--- config.mk ---
export PLATFORM = sky130hd
export DESIGN_NAME = tbs_div
export DESIGN_NICKNAME = d
export VERILOG_FILES = /design/src/triangle_barycentric_shade_top_assert.svh /design/src/tbs_pkg.sv /design/src/tbs_div.sv
export SDC_FILE = /design/constraint.sdc
export NUM_CORES = 2
export LEC_CHECK = 0
export BUFFER_PORTS_ARGS = -buffer_cell sky130_fd_sc_hd__buf_2
export CORE_MARGIN = 8
export CORE_UTILIZATION = 35
export CTS_CLUSTER_DIAMETER = 30
export DETAILED_ROUTE_END_ITERATION = 10
export GPL_ROUTABILITY_DRIVEN = 1
export PLACE_DENSITY_LB_ADDON = 0.2
export RECOVER_POWER = 25
export SLEW_MARGIN = 20
export SYNTH_ARGS = -nofsm -noshare
export SYNTH_HDL_FRONTEND = slang
export SYNTH_SLANG_ARGS = --single-unit
--- constraint.sdc ---
create_clock -name clk -period 7.1 [get_ports clk]
set_input_delay 1.42 -clock clk [delete_from_list [all_inputs] [get_ports clk]]
set_output_delay 1.42 -clock clk [all_outputs]
set_load 0.01 [all_outputs]
--- src/triangle_barycentric_shade_top_assert.svh ---
// assertion macros for the triangle barycentric shader
// expects clk and rst_n in the scope of the including module
`ifndef TRIANGLE_BARYCENTRIC_SHADE_TOP_ASSERT_SVH
`define TRIANGLE_BARYCENTRIC_SHADE_TOP_ASSERT_SVH
`ifndef NO_ASSERTIONS
`define TBS_ASSERT_IMP(lbl, ante, cons) \
    lbl: assert property (@(posedge clk) disable iff (!rst_n) (ante) |-> (cons)) \
        else $error("assertion failed");
`define TBS_ASSERT_NXT(lbl, ante, cons) \
    lbl: assert property (@(posedge clk) disable iff (!rst_n) (ante) |=> (cons)) \
        else $error("assertion failed");
`else
`define TBS_ASSERT_IMP(lbl, ante, cons)
`define TBS_ASSERT_NXT(lbl, ante, cons)
`endif
`endif

--- src/tbs_pkg.sv ---
// widths, limits and register codes for the triangle barycentric shader
// no dependencies
`default_nettype none
package tbs_pkg;
    localparam int COORD_BITS  = 10;
    localparam int FRAC_BITS   = 16;
    localparam int DIFF_W      = COORD_BITS + 1;
    localparam int PROD_W      = 2 * DIFF_W;
    localparam int NUM_W       = PROD_W + 2;
    localparam int WEIGHT_W    = FRAC_BITS + 2;
    localparam int DIV_W       = NUM_W + WEIGHT_W + 1;
    localparam int DIV_LAT     = WEIGHT_W + 2;
    localparam int CH_W        = 8;
    localparam int NUM_CH      = 4;
    localparam int CPROD_W     = CH_W + 1 + WEIGHT_W;
    localparam int SUM_W       = CPROD_W + 2;
    localparam int VERT_W      = 2 * COORD_BITS;
    localparam int COLOR_W     = NUM_CH * CH_W;
    localparam int CFG_IDX_W   = 3;
    localparam int IN_TDATA_W  = ((2 * COORD_BITS + 7) / 8) * 8;
    localparam int OUT_TDATA_W = ((3 * WEIGHT_W + NUM_CH * CH_W + 7) / 8) * 8;

    localparam logic [WEIGHT_W-1:0] W_MAX = {1'b0, {(WEIGHT_W-1){1'b1}}};
    localparam logic [WEIGHT_W-1:0] W_MIN = {1'b1, {(WEIGHT_W-1){1'b0}}};

    typedef enum logic [CFG_IDX_W-1:0] {
        REG_VERTEX_A = 3'd0,
        REG_VERTEX_B = 3'd1,
        REG_VERTEX_C = 3'd2,
        REG_COLOR_A  = 3'd3,
        REG_COLOR_B  = 3'd4,
        REG_COLOR_C  = 3'd5
    } cfg_index_t;
endpackage
`default_nettype wire

--- src/tbs_div.sv ---
// pipelined restoring divider for one weight, one quotient bit per stage
// depends on tbs_pkg
`default_nettype none
module tbs_div (
    input  wire logic                          clk,
    input  wire logic                          en,
    input  wire logic [tbs_pkg::NUM_W-1:0]     num_mag,
    input  wire logic [tbs_pkg::NUM_W-1:0]     den_mag,
    input  wire logic                          neg,
    output logic signed [tbs_pkg::WEIGHT_W-1:0] weight
);
    import tbs_pkg::*;

    logic [DIV_W-1:0]    rem_reg [WEIGHT_W+1];
    logic [NUM_W-1:0]    md_reg  [WEIGHT_W+1];
    logic [WEIGHT_W-1:0] q_reg   [WEIGHT_W+1];
    logic                sat_reg [WEIGHT_W+1];
    logic                neg_reg [WEIGHT_W+1];
    logic [DIV_W-1:0]    dividend;
    logic [DIV_W-1:0]    den_top;
    logic [WEIGHT_W-1:0] q_fin;
    logic signed [WEIGHT_W-1:0] weight_reg;

    assign dividend = DIV_W'({num_mag, {FRAC_BITS{1'b0}}}) + DIV_W'(den_mag >> 1);
    assign den_top  = DIV_W'({den_mag, {WEIGHT_W{1'b0}}});

    always_ff @(posedge clk)
    begin
        if (en)
        begin
            rem_reg[0] <= dividend;
            md_reg[0]  <= den_mag;
            q_reg[0]   <= '0;
            sat_reg[0] <= (dividend >= den_top);
            neg_reg[0] <= neg;
        end
    end

    for (genvar k = 0; k < WEIGHT_W; k++)
    begin : g_stage
        localparam int B = WEIGHT_W - 1 - k;
        logic [DIV_W-1:0] dsh;
        logic             ge;
        assign dsh = DIV_W'(md_reg[k]) << B;
        assign ge  = (rem_reg[k] >= dsh);
        always_ff @(posedge clk)
        begin
            if (en)
            begin
                rem_reg[k+1]    <= ge ? rem_reg[k] - dsh : rem_reg[k];
                md_reg[k+1]     <= md_reg[k];
                q_reg[k+1]      <= q_reg[k] | (ge ? (WEIGHT_W'(1) << B) : '0);
                sat_reg[k+1]    <= sat_reg[k];
                neg_reg[k+1]    <= neg_reg[k];
            end
        end
    end

    assign q_fin = q_reg[WEIGHT_W];

    always_ff @(posedge clk)
    begin
        if (en)
        begin
            if (neg_reg[WEIGHT_W])
            begin
                if (sat_reg[WEIGHT_W] || q_fin > W_MIN)
                    weight_reg <= W_MIN;
                else
                    weight_reg <= -q_fin;
            end
            else
            begin
                if (sat_reg[WEIGHT_W] || q_fin > W_MAX)
                    weight_reg <= W_MAX;
                else
                    weight_reg <= q_fin;
            end
        end
    end

    assign weight = weight_reg;
endmodule
`default_nettype wire

==> key figures <==
Yosys
  • Synth Flop Type: edfxtp_1
  • Mapped cell area: 0.0712 mm2
  • Async set-reset flop share out of synthesis: 0%
  • Syn Area/Cell: 11.1 um2
  • Seq/Total Area, Yosys: 53.3%
  • Yosys warnings: 0
  • Number of synthesized register bits: 1263
  • Syn nets: 6971
  • Yosys cell types: 85
  • Synth Instances: 6439
  • Number of synthesized flops with an enable pin: 1263

Timing
  • Setup total negative slack: 0 ns
  • Maximum clock frequency: 217 MHz
  • Tcrit/Tclk final: 64.9%
  • Clk_skew: 0.0673 ns
  • RSZ-0062 raised after global routing: false
  • Worst Tran Pin Value: 3.36 ns
  • Max-slew violations: 101
  • Worst rel slew slack: -124%
  • Shortest period the worst path allows: 4.61 ns
  • Final setup violation count: 0
  • Fin. Hold Viols: 0

Route
  • Post-DRT Antenna Nets: 0
  • Final WL: 182000 um
  • WL/cell: 18.9 um
  • TritonRoute pass-1 iters: 6
  • Vias/cell: 5.21
  • DRT iter0 DRCs: 4034
  • Via count of the routed design: 50200
  • DRC violation count after routing: 0

Floorplanning
  • Row count: 165
  • # IOs: 69
  • Die footprint: 0.218 mm2
  • Die H: 467 um
  • Starting density of the core: 35.2%
  • Core Region: 0.202 mm2
  • Die width: 467 um

GRT
  • Global-route wire length before repair: 280000 um
  • Vias in the first global route: 48600
  • GRT overflow: 0
  • Largest net degree at the start of global routing: 185
  • Initial antenna violation count: 4
  • All-layer global routing usage: 16.1%

Clocking
  • Clk_lat worst skew: 0.92 ns
  • Clock buffer depth: 4
  • Clock root cell: clkbuf_16
  • Post-CTS Setup Bufs: 0
  • H-tree depth: 5
  • CTS tree: yes
  • # clock sinks: 1263
  • Number of CTS-inserted buffers: 319
  • Hold buffers post-CTS: 0
  • Reg clk slew, reported paths: 0.04 ns
  • Post-cts sizing count: 0

Worst hold path
  • Hold endpoint: q_reg[15][11]$_DFFE_PP_
  • Hold depth: 0
  • HP Class: reg2reg
  • HP Start: q_reg[14][11]$_DFFE_PP_

Placed design
  • Port Buffers: 68
  • Area after DPL: 0.0748 mm2
  • GP Congestion: 0.862
  • HPWL after DPL: 136000 um
  • Placed cell count: 9072

Setup path
  • WP data arrival: 5.31 ns
  • Flop-to-flop setup slack: 2.81 ns
  • Critical path type: in2reg
  • RR Startpoint: rem_reg[0][35]$_DFFE_PP_
  • Worst path most repeated cell: a21oi_1
  • Critical path required time: 7.80 ns
  • Max incr delay on CP: 0.55 ns
  • R2R depth: 9
  • Crit Path Max Fanout: 5
  • CP endpoint kind: flip-flop
  • Startpoint types: input port
  • R2R Path End: rem_reg[1][21]$_DFFE_PP_
  • CP cell instances: clkbuf_1 -> ha_1 -> fa_1 -> a21o_1 -> a21oi_1 -> o21bai_1 -> a21oi_1 -> nor2b_1 -> o21ai_0 -> nand2b_1 -> nor2_1 -> xor2_1 -> ha_1 -> nand4_1 -> nor4_1 -> a21oi_1 -> a311oi_1
  • Slowest-stage cell, CP: o21ai_0

Flow run
  • Max-cap viol count: 1

Status
  • Status: complete, but fails checks
  • Failing checks: max-capacitance violations, max-slew violations

Layout
  • Final Net Count: 7254
  • Final instance count without filler cells: 9626
  • Area delta synth->final: 20.0%
  • Max reg flops: 604
  • Layout cells sized above 1: 10.3%
  • Final Cell Area: 0.0855 mm2
  • Util after Layout: 42.3%
  • Fillers: 19000

Power and ir drop
  • Peak supply drop: 0.226 mV
  • Total power: 37.7 mW
  • Cell Pwr Density: 441 mW/mm2
  • Lkg Pwr: 33.3 nW
## logic make-up (layout without fill, tap and decap cells)
logic type	after synthesis	count (layout)	share of synthesized area, %
AOI/OAI and AO/OA	1567	1567	13.9
xor gates and xnor gates	508	508	6.25
adders and majority gates	481	481	8.64
buffers and inverters	708	1220	3.74
DFF	1263	1263	53.3
muxes	99	99	1.56
other	0	3	0
and+or+nand+nor	1813	1813	12.6
## area by class of cell
class	instances	area (um2)	share of cell area, %
multi-input combinational	4468	30700	36.0
tap	2672	3340	3.91
timing repair buffer	107	698	0.817
antenna	3	7.51	0.00878
sequential	1263	37900	44.4
clock buffer	360	8220	9.62
inverter	563	2110	2.47
clock inverter	190	2410	2.82
## routing by layer
| layer | share of wire (%) | routed length, um | track usage (%) |
|---|---|---|---|
| met1 | 45 | 82500 | 21.5 |
| met2 | 47 | 85400 | 26.4 |
| met3 | 5.1 | 9210 | 2.95 |
| met4 | 2.8 | 5050 | 5.31 |
| met5 | 0.0071 | 13 | 0 |
## through the flow
step | setup slack [ns] | hold WS, ns
2_1_floorplan | 2.47 | 0.400
3_3_place_gp | 1.62 | 0.401
3_5_place_dp | 1.66 | 0.405
4_1_cts | 2.61 | 0.400
5_1_grt | 2.19 | 0.409
6_report | 2.49 | 0.395
## synth_stat cells (all sizes together), types with 91 or more instances
cell type	number	area, um2
ha	463	5790
inv	563	2110
a21oi	484	2420
o21a	91	683
xnor2	296	2590
nor2	485	1820
nand2	450	1690
a21o	189	1420
clkbuf	135	507
xor2	212	1860
mux2	93	1050
edfxtp	1263	37900
nand4	103	644
nor3	152	772
o21ai	352	1760
nand3	110	551
## report_power, final
part / total [mW] / switching [mW] / internal [mW] / leakage, nW
Sequential: 11.8 / 1.28 / 10.6 / 12.2
Combinational: 11.5 / 6.63 / 4.92 / 16.0
Clock: 14.3 / 4.24 / 10.0 / 5.11
Total: 37.7 / 12.2 / 25.5 / 33.3
## worst max path at each step
stage | startpoint | end | slack (ns) | cells past startpoint
final | den_mag[17] | sat_reg[0]$_DFFE_PP_ | 2.49 | 17
after global routing | den_mag[17] | sat_reg[0]$_DFFE_PP_ | 2.19 | 17
after CTS | den_mag[17] | sat_reg[0]$_DFFE_PP_ | 2.61 | 17
after detailed placement | den_mag[17] | sat_reg[0]$_DFFE_PP_ | 1.66 | 17
after global placement | den_mag[17] | sat_reg[0]$_DFFE_PP_ | 1.62 | 21
after floorplan | num_mag[0] | sat_reg[0]$_DFFE_PP_ | 2.47 | 18
## layout by cell type (no fill, tap or decap), drive strengths merged, types with 91 or more instances in the layout
cell    count
a21o      189
o21a       91
nor2      485
nor3      152
o21ai     352
clkbuf    385
nand2     450
xnor2     296
clkinv    101
xor2      212
inv       571
ha        463
nand4     103
a21oi     484
edfxtp   1263
mux2       93
nand3     110
## worst max-delay path, delay by kind of cell
family          cells  cell delay (ns)
fa+ha+maj           3             0.95
buf+inv             1             0.16
compound gates      7             1.60
xor+xnor            1             0.17
simple gates        5             1.00
Note: power is estimated with default switching activity, not from simulation.
